`config.mk`:
```
export PLATFORM = sky130hd
export DESIGN_NAME = scc_front
export DESIGN_NICKNAME = d
export VERILOG_FILES = /design/src/design/scc_pkg.sv /design/src/design/scc_front.sv
export SDC_FILE = /design/constraint.sdc
export NUM_CORES = 1
export LEC_CHECK = 0
export BUFFER_PORTS_ARGS = -buffer_cell sky130_fd_sc_hd__buf_4
export CAP_MARGIN = 20
export CORE_ASPECT_RATIO = 1.4
export CORE_MARGIN = 2
export CORE_UTILIZATION = 49
export DETAILED_ROUTE_END_ITERATION = 8
export PLACE_DENSITY = 0.77
export SYNTH_ARGS = -nofsm -noshare
export SYNTH_HDL_FRONTEND = slang
export SYNTH_SLANG_ARGS = --single-unit
export TNS_END_PERCENT = 100
```
`constraint.sdc`:
```
create_clock -name clk_i -period 2 [get_ports clk_i]
set_input_delay 0.2 -clock clk_i [delete_from_list [all_inputs] [get_ports clk_i]]
set_output_delay 0.2 -clock clk_i [all_outputs]
set_load 0.01 [all_outputs]
```
`src/design/scc_pkg.sv`:
```
// Shared types and constants for the strongly connected components block.
package scc_pkg;

  localparam int unsigned NODE_W    = 6;
  localparam int unsigned CFG_W     = 7;
  localparam int unsigned QDEPTH    = 4;
  localparam logic [CFG_W-1:0] NODE_COUNT_RST = 7'd64;

  localparam logic MODE_EDGE = 1'b0;
  localparam logic MODE_RUN  = 1'b1;

  typedef struct packed {
    logic              mode;
    logic [NODE_W-1:0] source_node;
    logic [NODE_W-1:0] target_node;
  } item_t;

  typedef struct packed {
    logic  valid;
    item_t item;
  } queue_t;

endpackage

```
`src/design/scc_front.sv`:
```
// Front end: node count register, input acceptance and the item queue.
module scc_front #(
  parameter int unsigned NODES = 64
) (
  input  logic                        clk_i,
  input  logic                        rst_ni,
  input  logic                        cfg_we_i,
  input  logic [scc_pkg::CFG_W-1:0]   cfg_data_i,
  input  logic                        in_valid_i,
  output logic                        in_stall_o,
  input  scc_pkg::item_t              item_i,
  output scc_pkg::queue_t             q_o,
  input  logic                        q_pop_i,
  output logic [$clog2(NODES+1)-1:0]  n_o
);

  localparam int unsigned NW  = $clog2(NODES + 1);
  localparam int unsigned QA  = $clog2(scc_pkg::QDEPTH);
  localparam int unsigned QC  = $clog2(scc_pkg::QDEPTH + 1);

  logic [scc_pkg::CFG_W-1:0] ncnt_q;
  scc_pkg::item_t            fifo_q [scc_pkg::QDEPTH];
  logic [QA-1:0]             wp_q, rp_q;
  logic [QC-1:0]             cnt_q;
  logic                      push, pop;

  assign in_stall_o = (cnt_q == QC'(scc_pkg::QDEPTH));
  assign push       = in_valid_i && !in_stall_o;
  assign pop        = q_pop_i && (cnt_q != '0);

  assign q_o.valid = (cnt_q != '0);
  assign q_o.item  = fifo_q[rp_q];

  always_comb begin
    if (ncnt_q == '0) begin
      n_o = NW'(1);
    end else if (32'(ncnt_q) > NODES) begin
      n_o = NW'(NODES);
    end else begin
      n_o = NW'(ncnt_q);
    end
  end

  always_ff @(posedge clk_i or negedge rst_ni) begin
    if (!rst_ni) begin
      ncnt_q <= scc_pkg::NODE_COUNT_RST;
      wp_q   <= '0;
      rp_q   <= '0;
      cnt_q  <= '0;
    end else begin
      if (cfg_we_i) begin
        ncnt_q <= cfg_data_i;
      end
      if (push) begin
        wp_q <= wp_q + QA'(1);
      end
      if (pop) begin
        rp_q <= rp_q + QA'(1);
      end
      cnt_q <= cnt_q + QC'(push) - QC'(pop);
    end
  end

  always_ff @(posedge clk_i) begin
    if (push) begin
      fifo_q[wp_q] <= item_i;
    end
  end

endmodule

```
After elaboration in Yosys (flattened, before gate mapping)
Memories as Yosys holds them, arrays and structs flattened.
Cells that the tools add are included.
Cells by class
  div/mod/pow operators: 0
  add/subtract/negate cells: 4
  reduce and logical (&&, ||, !) cells: 5
  multiplexer cells: 4
  $lt $le $gt $ge: 1
  multiply operators: 0
  shifts and indexed selects: 0
  bitwise gates (word level): 0
  equality and inequality tests: 1
Operator list (number)
  7-bit 2-to-1 mux: 2
  7-bit > comparator (second input constant): 1
  7-bit zero test: 1
  2-bit by 1-bit adder with 2-bit output (second input constant): 2
  3-bit by 1-bit adder with 3-bit output: 1
  3-bit == test (second input constant): 1
  3-bit nonzero test: 1
  3-bit by 1-bit subtractor with 3-bit output: 1
  1-bit logical AND: 2
  1-bit 2-to-1 mux: 2
  1-bit zero test: 1
Word-level totals
  bits in latches: 0
  register bits after elaboration: 14
  bits in writable memories: 52
  input port bits: 25
  logic and storage cells: 20
  memories kept: 1
  bits in read-only memories: 0
Memories
  fifo_q: words 4, width 13, rd ports 1, clocked after memory_dff 0, wr ports 1, RTL line scc_front.sv:22  | scc_pkg::item_t fifo_q [scc_pkg::QDEPTH];

Longest topological paths before layout
Gate-level depths: netlist (run 1).
  depth in word-level cells: 5
  gate-level depth with buffers: 9
  mapped depth without buffers: 9

Worst setup path after synthesis (run 1)
Ideal clock, no wire load.
  kind: register -> register
  start point: register cnt_q[1]
  end point: register cnt_q[2]
  data arrival time: 2.002 ns
  path slack: -0.133 ns
  setup time: 0.131 ns
  cell stages (with the launch flop): 10
  cells stage by stage: dfrtp_1 nor3b_4 nand2b_1 ha_1 inv_1 ha_1 inv_1 fa_1 xnor2_1 xnor2_1
On the way
  word-level cells in the longest chain between the ends: 5
  elaborated cells on any way between the ends: 7
RTL lines
  start: declaration: RTL line scc_front.sv:24  | logic [QC-1:0] cnt_q;
  start signal: assignment: RTL line scc_front.sv:60  | cnt_q <= cnt_q + QC'(push) - QC'(pop);
  3-bit == test: RTL line scc_front.sv:27  | assign in_stall_o = (cnt_q == QC'(scc_pkg::QDEPTH));
  via in_stall_o: RTL line scc_front.sv:10  | output logic in_stall_o,
  1-bit zero test: RTL line scc_front.sv:28  | assign push = in_valid_i && !in_stall_o;
  1-bit logical AND: RTL line scc_front.sv:28
  3-bit by 1-bit adder with 3-bit output: RTL line scc_front.sv:60
  3-bit by 1-bit subtractor with 3-bit output: RTL line scc_front.sv:60
The timed path passes the listed nets, and every way through them passes these cells.
A chain may end at the register's enable or synchronous reset.

Worst setup path in the final report (run 1)
  start point: register cnt_q[1]
  end point: register cnt_q[2]
On the way
  elaborated cells on any way between the ends: 7
RTL lines
  3-bit nonzero test: RTL line scc_front.sv:29  | assign pop = q_pop_i && (cnt_q != '0);
  1-bit logical AND: RTL line scc_front.sv:29
  via pop: RTL line scc_front.sv:25  | logic push, pop;
  3-bit by 1-bit subtractor with 3-bit output: RTL line scc_front.sv:60
The timed path passes the listed nets, and every way through them passes these cells.

==> results of run 1 <==
## repair_timing
item	CTS	global route
endpoints found under the hold margin	14	0
setup buffers	4	0
hold buffers	1	0
resized for setup	3	0
setup endpoints to repair	1	1
pin swaps	2	0
## cell type report
cell class / count / share of cell area
Clock buffer: 10 / 0.0377
Clock inverter: 5 / 0.0137
Inverter: 5 / 0.00555
Multi-Input combinational cell: 56 / 0.215
Sequential cell: 66 / 0.566
Tap cell: 66 / 0.0244
Timing Repair Buffer: 60 / 0.138
## synthesized netlist by cell type
cell / n / share of area
mux4_2: 8 / 0.067
buf_12: 1 / 0.0074
o31a_1: 1 / 0.0033
fa_1: 1 / 0.0074
mux4_1: 5 / 0.049
nand4bb_1: 2 / 0.0084
buf_2: 1 / 0.0019
dfstp_2: 1 / 0.0098
xnor2_1: 3 / 0.0098
xor2_1: 1 / 0.0033
o41ai_1: 1 / 0.0033
inv_1: 5 / 0.0070
nand2b_1: 5 / 0.012
nor3b_4: 1 / 0.0070
buf_6: 1 / 0.0042
dfrtp_1: 13 / 0.12
o211ai_1: 2 / 0.0056
nor2b_1: 5 / 0.012
nand2_1: 1 / 0.0014
edfxtp_1: 52 / 0.58
or3_1: 2 / 0.0046
mux2_2: 7 / 0.029
ha_1: 6 / 0.028
clkbuf_1: 2 / 0.0028
and3b_1: 4 / 0.013
o311ai_0: 1 / 0.0033
## critical path, cell delays in order (launching register included)
cell and delay [ps]:
dfrtp_2 440, o31a_1 340, ha_1 280, inv_1 50, ha_1 120, inv_1 50
fa_2 360, xnor2_2 150, xnor2_1 120
## metrics by stage
| step | utilization | std cells |
|---|---|---|
| 4_1_cts | 0.646 | 268 |
| 5_1_grt | 0.646 | 268 |
| 3_3_place_gp | 0.604 | 248 |
| 2_1_floorplan | - | 132 |
| 3_5_place_dp | 0.604 | 248 |
| 6_report | 0.646 | 268 |
## sequential cells by signal, summed over array words and instances (netlist names)
register and cells:
cnt_q 3, fifo_q 52, ncnt_q 7, rp_q 2, wp_q 2
## worst max path at each step
stage | cells after the start | slack, ps | endpoint
global route | 8 | -120 | cnt_q[2]
finish | 8 | -20 | cnt_q[2]
floorplan | 9 | -50 | cnt_q[2]
global placement | 9 | 50 | cnt_q[2]
CTS | 8 | -20 | cnt_q[2]
detailed placement | 9 | -40 | cnt_q[2]
## power by group through the flow
| stage | clock [mW] | sequential [mW] | combinational, mW |
|---|---|---|---|
| 5_1_grt | 1.09 | 2.06 | 1.74 |
| 3_5_place_dp | 0 | 2.06 | 1.51 |
| 2_1_floorplan | 0 | 1.96 | 0.961 |
| 4_1_cts | 1.03 | 2.02 | 1.62 |
| 6_report | 1.00 | 2.02 | 1.59 |
| 3_3_place_gp | 0 | 2.02 | 1.44 |
## cells by family (layout without fill, tap and decap cells)
kind of cell,count (synthesis),in the layout,synth area share
compound gates,5,5,0.0153
xor+xnor,4,4,0.0130
fa+ha+maj,7,7,0.0353
buf+inv,10,80,0.0232
flops,66,66,0.711
mux,20,20,0.145
simple gates,20,20,0.0576
## routing by layer
metal	vias to the layer above	GRT usage	wire, um
li1	652	-	-
met1	701	0.180	1690
met2	49	0.285	2520
met3	8	0.0687	264
met4	0	0.0867	99
met5	-	0	0
==> impl_results.md, run 1 <==
* I/O Pins at 47
* FF-to-FF End: cnt_q[2]
* Gr usage total at 0.170
* Layout cell share with drive strength beyond 1 at 0.455
* Worst VDD drop at 0.000677 V
* Worst endpoint required time at 2220 ps
* PwrDens at 1360 nW/um2
* Fill count at between 300 and 400
* Hold Slack at approximately 64 ps
* Critical Path Sink Type: register
* Clock Sinks at 66
* CTS tree: yes
* Ys Warns at 0
* Global-route wire length before repair at 7.29 mm
* Slew Limit Fails at 0
* Antenna fix cells at 0
* Setup_tns at -17.8 ps
* Worst Setup Start Kind: register
* TritonRoute pass-1 iters at 4
* Tot Pwr at 4.61 mW
* Register area at 1920 um2
* Clock power share at 0.217
* Final setup vio count at 1
* Post-synthesis area per instance at roughly 20 um2
* Clk_lat worst skew at between 300 and 400 ps
* # port buffers at 46
* HP Class: primary input to register
* Die width at 66.7 um
* F_max at between 0.4 and 0.5 GHz
* P_sw at 1.32 mW
* Site Rows at 31
* Max Cap Violations at 0
* Final min period at a little over 2000 ps
* GR Overflow Total at 0
* DRC at 0
* Status: finished, violations left
* WHS Endpoint: fifo_q[0][12]
* Antenna violation net count after detailed routing at 0
* Final period util at 1.01
* Combinational power share at 0.344
* Routed via count at 1,410
* Initial Util at 0.514
* Failing checks: negative setup slack
* Yosys reg bits at 66
* Crit path from: cnt_q[1]
* Final worst slack at -17.8 ps
* Internal power at ~3.3 mW
* Syn_nets at about 160
* Mapped Cells at between 100 and 150
* CTS Buffer Depth at 2
* Largest net degree at the start of global routing at 15
* Placed cell area at 3160 um2
* Worst hold stages at 1
* Htree depth at 3
* RSZ-0062 raised after global routing: true
* Drt via density at 5.26
* Post-synthesis cell type count at 26
* DP HPWL at 3.11 mm
* Slew @ Worst Pin at 614 ps
* Reg2reg path depth at 8
* Leading cell type in the layout, fill and taps excluded: buf_4
* Final hold vios at 0
* Die Area at about 6000 um2
* Worst clock skew at between 5 and 6 ps
* Avg WL per Cell at 17.1 um
* Die H at 91.7 um
* Synth Cell Area at 2690 um2
* Reg power frac at 0.439
* Post-Layout Inst Area at 3380 um2
* Multi-input gate area at 727 um2
* Area growth syn-to-layout at 25.7%
* Most frequent cells in the layout: buf_4, edfxtp_1, dfrtp_1
* Sequential area share after synthesis at 0.711
* Root Driver: clkbuf_8
* Pre-CTS setup slack at -44.1 ps
* CTS clock-pin slew for the worst setup and hold paths at about 70 ps
* Num CTS Buffers at 9
* CP Class: register to register
* Lkg Pwr at 1.32 nW
* Core area at 5240 um2
* RePlAce Congestion at 0.853
* Starting DRT DRC Count at 135
* Worst R2R Setup Slack at -20 ps
* Crit Path Max Fanout at 3
* Normalized max-slew margin at 0.591
* Vias in the first global route at 1,555
* Antenna violations before repair at 0
* Final nets at 230
* Switching Fraction at 0.287
* Worst path arrival time at 2240 ps
* Routed wire length at 4.57 mm
* HP Start: item_i[12]
* Reg2reg start: cnt_q[1]
(Power assumes the default switching activity.)
==> inputs of run 2 (changes only) <==
--- a/config.mk
+++ b/config.mk
@@ -12,6 +12,7 @@
 export CORE_UTILIZATION = 49
 export DETAILED_ROUTE_END_ITERATION = 8
 export PLACE_DENSITY = 0.77
+export RECOVER_POWER = 25
 export SYNTH_ARGS = -nofsm -noshare
 export SYNTH_HDL_FRONTEND = slang
 export SYNTH_SLANG_ARGS = --single-unit
==> run 2 against run 1 <==
Compared with the run above: the run still ends with negative setup slack left; routed wire length grew 0.90%; via count grew 0.21%; global-route usage is the same; highest routed layer unchanged.
==> impl_results.md, run 2 (synthesis gave the netlist of run 1 again) <==
* Status: finished, violations left
* Failing checks: negative setup slack
* P_sw at 1.33 mW (+0.57%)
* Switching Fraction at 0.289 (+0.00177)
* Final hold vios at 0 (unchanged)
* Reg2reg start: cnt_q[1]
* Antenna fix cells at 0 (unchanged)
* Routed via count at 1,413 (+0.21%)
* Pre-CTS setup slack at -44.1 ps (unchanged)
* Most frequent cells in the layout: edfxtp_1, buf_4, clkbuf_1
* Worst R2R Setup Slack at -20 ps (about the same)
* # port buffers at 46 (unchanged)
* CP Cell Sequence: o31a_1 > ha_1 > inv_1 > ha_1 > inv_1 > fa_2 > xnor2_2 > xnor2_1
* FF-to-FF End: cnt_q[2]
* GR Overflow Total at 0 (unchanged)
* Antenna violations before repair at 0 (unchanged)
* Worst endpoint required time at 2220 ps (about the same)
* Htree depth at 3 (unchanged)
* Clk_lat worst skew at 330 ps (about the same)
* Final period util at 1.01 (about the same)
* Final setup vio count at 1 (unchanged)
* CP Class: register to register
* Starting DRT DRC Count at 133 (-1.5%)
* Die width at 66.7 um (unchanged)
* Register area at 1920 um2 (unchanged)
* Global-route wire length before repair at 7.29 mm (unchanged)
* Tot Pwr at 4.61 mW (about the same)
* Antenna violation net count after detailed routing at 0 (unchanged)
* Layout Cells excl Fill at 268 (unchanged)
* Site Rows at 31 (unchanged)
* Gr usage total at 0.170 (unchanged)
* Num CTS Buffers at 9 (unchanged)
* Initial Util at 0.514 (unchanged)
* Top reg by flops: fifo_q
* DP HPWL at 3.11 mm (unchanged)
* Final nets at 230 (unchanged)
* I/O Pins at 47 (unchanged)
* CTS Buffer Depth at 2 (unchanged)
* Max Cap Violations at 0 (unchanged)
* Worst Setup Start Kind: register
* PwrDens at 1380 nW/um2 (+1.3%)
* Slew Limit Fails at 0 (unchanged)
* Crit Path Max Fanout at 3 (unchanged)
* Worst hold stages at 1 (unchanged)
* Vias in the first global route at 1,555 (unchanged)
* Multi-input gate area at 727 um2 (unchanged)
* Layout cell share with drive strength beyond 1 at 0.396 (-0.0594)
* Fill count at 375 (+4.2%)
* Slew @ Worst Pin at 618 ps (+4.61 ps)
* Placed cells at 248 (unchanged)
* Hold Slack at 87.5 ps (+23.5 ps)
* Placed cell area at 3160 um2 (unchanged)
* Worst Setup EP: cnt_q[2]
* Die Area at 6110 um2 (unchanged)
* Reg power frac at 0.439 (about the same)
* Internal power at 3.28 mW (-0.30%)
* Clock Sinks at 66 (unchanged)
* Routed wire length at 4.61 mm (+0.90%)
* Lkg Pwr at 1.27 nW (-3.3%)
* Max reg flops at 52 (unchanged)
* RePlAce Congestion at 0.853 (unchanged)
* Reg2reg path depth at 8 (unchanged)
* Worst path arrival time at 2240 ps (about the same)
* Avg WL per Cell at 17.2 um (+0.90%)
* Critical Path Sink Type: register
* Setup_tns at -18.3 ps (-0.429 ps)
* Final worst slack at -18.3 ps (-0.429 ps)
* Post-Layout Inst Area at 3340 um2 (-1.3%)
* DRC at 0 (unchanged)
* HP Class: primary input to register
* TritonRoute pass-1 iters at 4 (unchanged)
* CTS tree: yes
* Normalized max-slew margin at 0.588 (-0.00307)
* CTS clock-pin slew for the worst setup and hold paths at 70 ps (about the same)
* Top Registers: fifo_q x52, ncnt_q x7, cnt_q x3
* Final min period at 2020 ps (+0.429 ps)
* Area growth syn-to-layout at 24.0%
* Drt via density at 5.27 (+0.21%)
* Worst VDD drop at 0.000675 V (-0.21%)
* Die H at 91.7 um (unchanged)
* F_max at 0.495 GHz (about the same)
* Largest net degree at the start of global routing at 15 (unchanged)
* Core area at 5240 um2 (unchanged)
* Crit path from: cnt_q[1]
* Combinational power share at 0.343 (about the same)
* Clock power share at 0.218 (about the same)
* Root Driver: clkbuf_8
* Fin util at 0.638 (-0.00860)
* RSZ-0062 raised after global routing: true
* HP Start: item_i[3]
* Crit-path slowest cell: dfrtp_2
* CP max stage delay at 440 ps (about the same)
* Worst clock skew at 7.55 ps (+1.65 ps)
* Leading cell type in the layout, fill and taps excluded: edfxtp_1
[run 2: cell count changes in the layout (fill, tap and decap cells not counted), sizes merged]
cell / delta
buf: -12
clkbuf: +12
[run 2: area by class of cell]
type                    instances  share of cell area
clock inverters                 5              0.0139
multi-input cells              56               0.218
clock buffers                  10              0.0382
repair buffers                 60               0.126
well taps                      66              0.0247
flip-flops and latches         66               0.574
inverters                       5             0.00562
[run 2: per-layer routing]
| layer | up-vias | global-route usage | wire, um |
|---|---|---|---|
| li1 | 655 | - | - |
| met1 | 704 | 0.180 | 1710 |
| met2 | 47 | 0.285 | 2570 |
| met3 | 7 | 0.0687 | 259 |
| met4 | 0 | 0.0867 | 79 |
| met5 | - | 0 | 0 |
[run 2: worst min path at each step]
| stage | slack [ps] | to |
|---|---|---|
| after detailed placement | 60 | cnt_q[2] |
| after global routing | 60 | fifo_q[0][3] |
| final | 90 | fifo_q[3][3] |
| after floorplan | -100 | cnt_q[0] |
| after global placement | 50 | cnt_q[0] |
| after CTS | 50 | fifo_q[0][6] |
[run 2: critical path: cells and delay by family (launching register included)]
| kind | cells | cell delay [ps] |
|---|---|---|
| adder cells (fa/ha/maj) | 3 | 760 |
| flip-flops | 1 | 440 |
| AO/OA/AOI/OAI | 1 | 330 |
| buffers and inverters | 2 | 100 |
| XOR/XNOR | 2 | 270 |
[run 2: repair_timing]
action / CTS / global route
hold buffers: 1 / 0
endpoints found under the hold margin: 14 / 0
gates resized for setup: 3 / 0
endpoints found under the setup margin: 1 / 1
pin swaps: 2 / 0
setup buffers: 4 / 0
[run 2: power groups by stage]
stage	sequential, mW	combinational [mW]	clock [mW]
2_1_floorplan	1.96	0.961	0
3_3_place_gp	2.02	1.44	0
3_5_place_dp	2.06	1.51	0
4_1_cts	2.02	1.62	1.03
5_1_grt	2.05	1.73	1.09
6_report	2.02	1.58	1.00
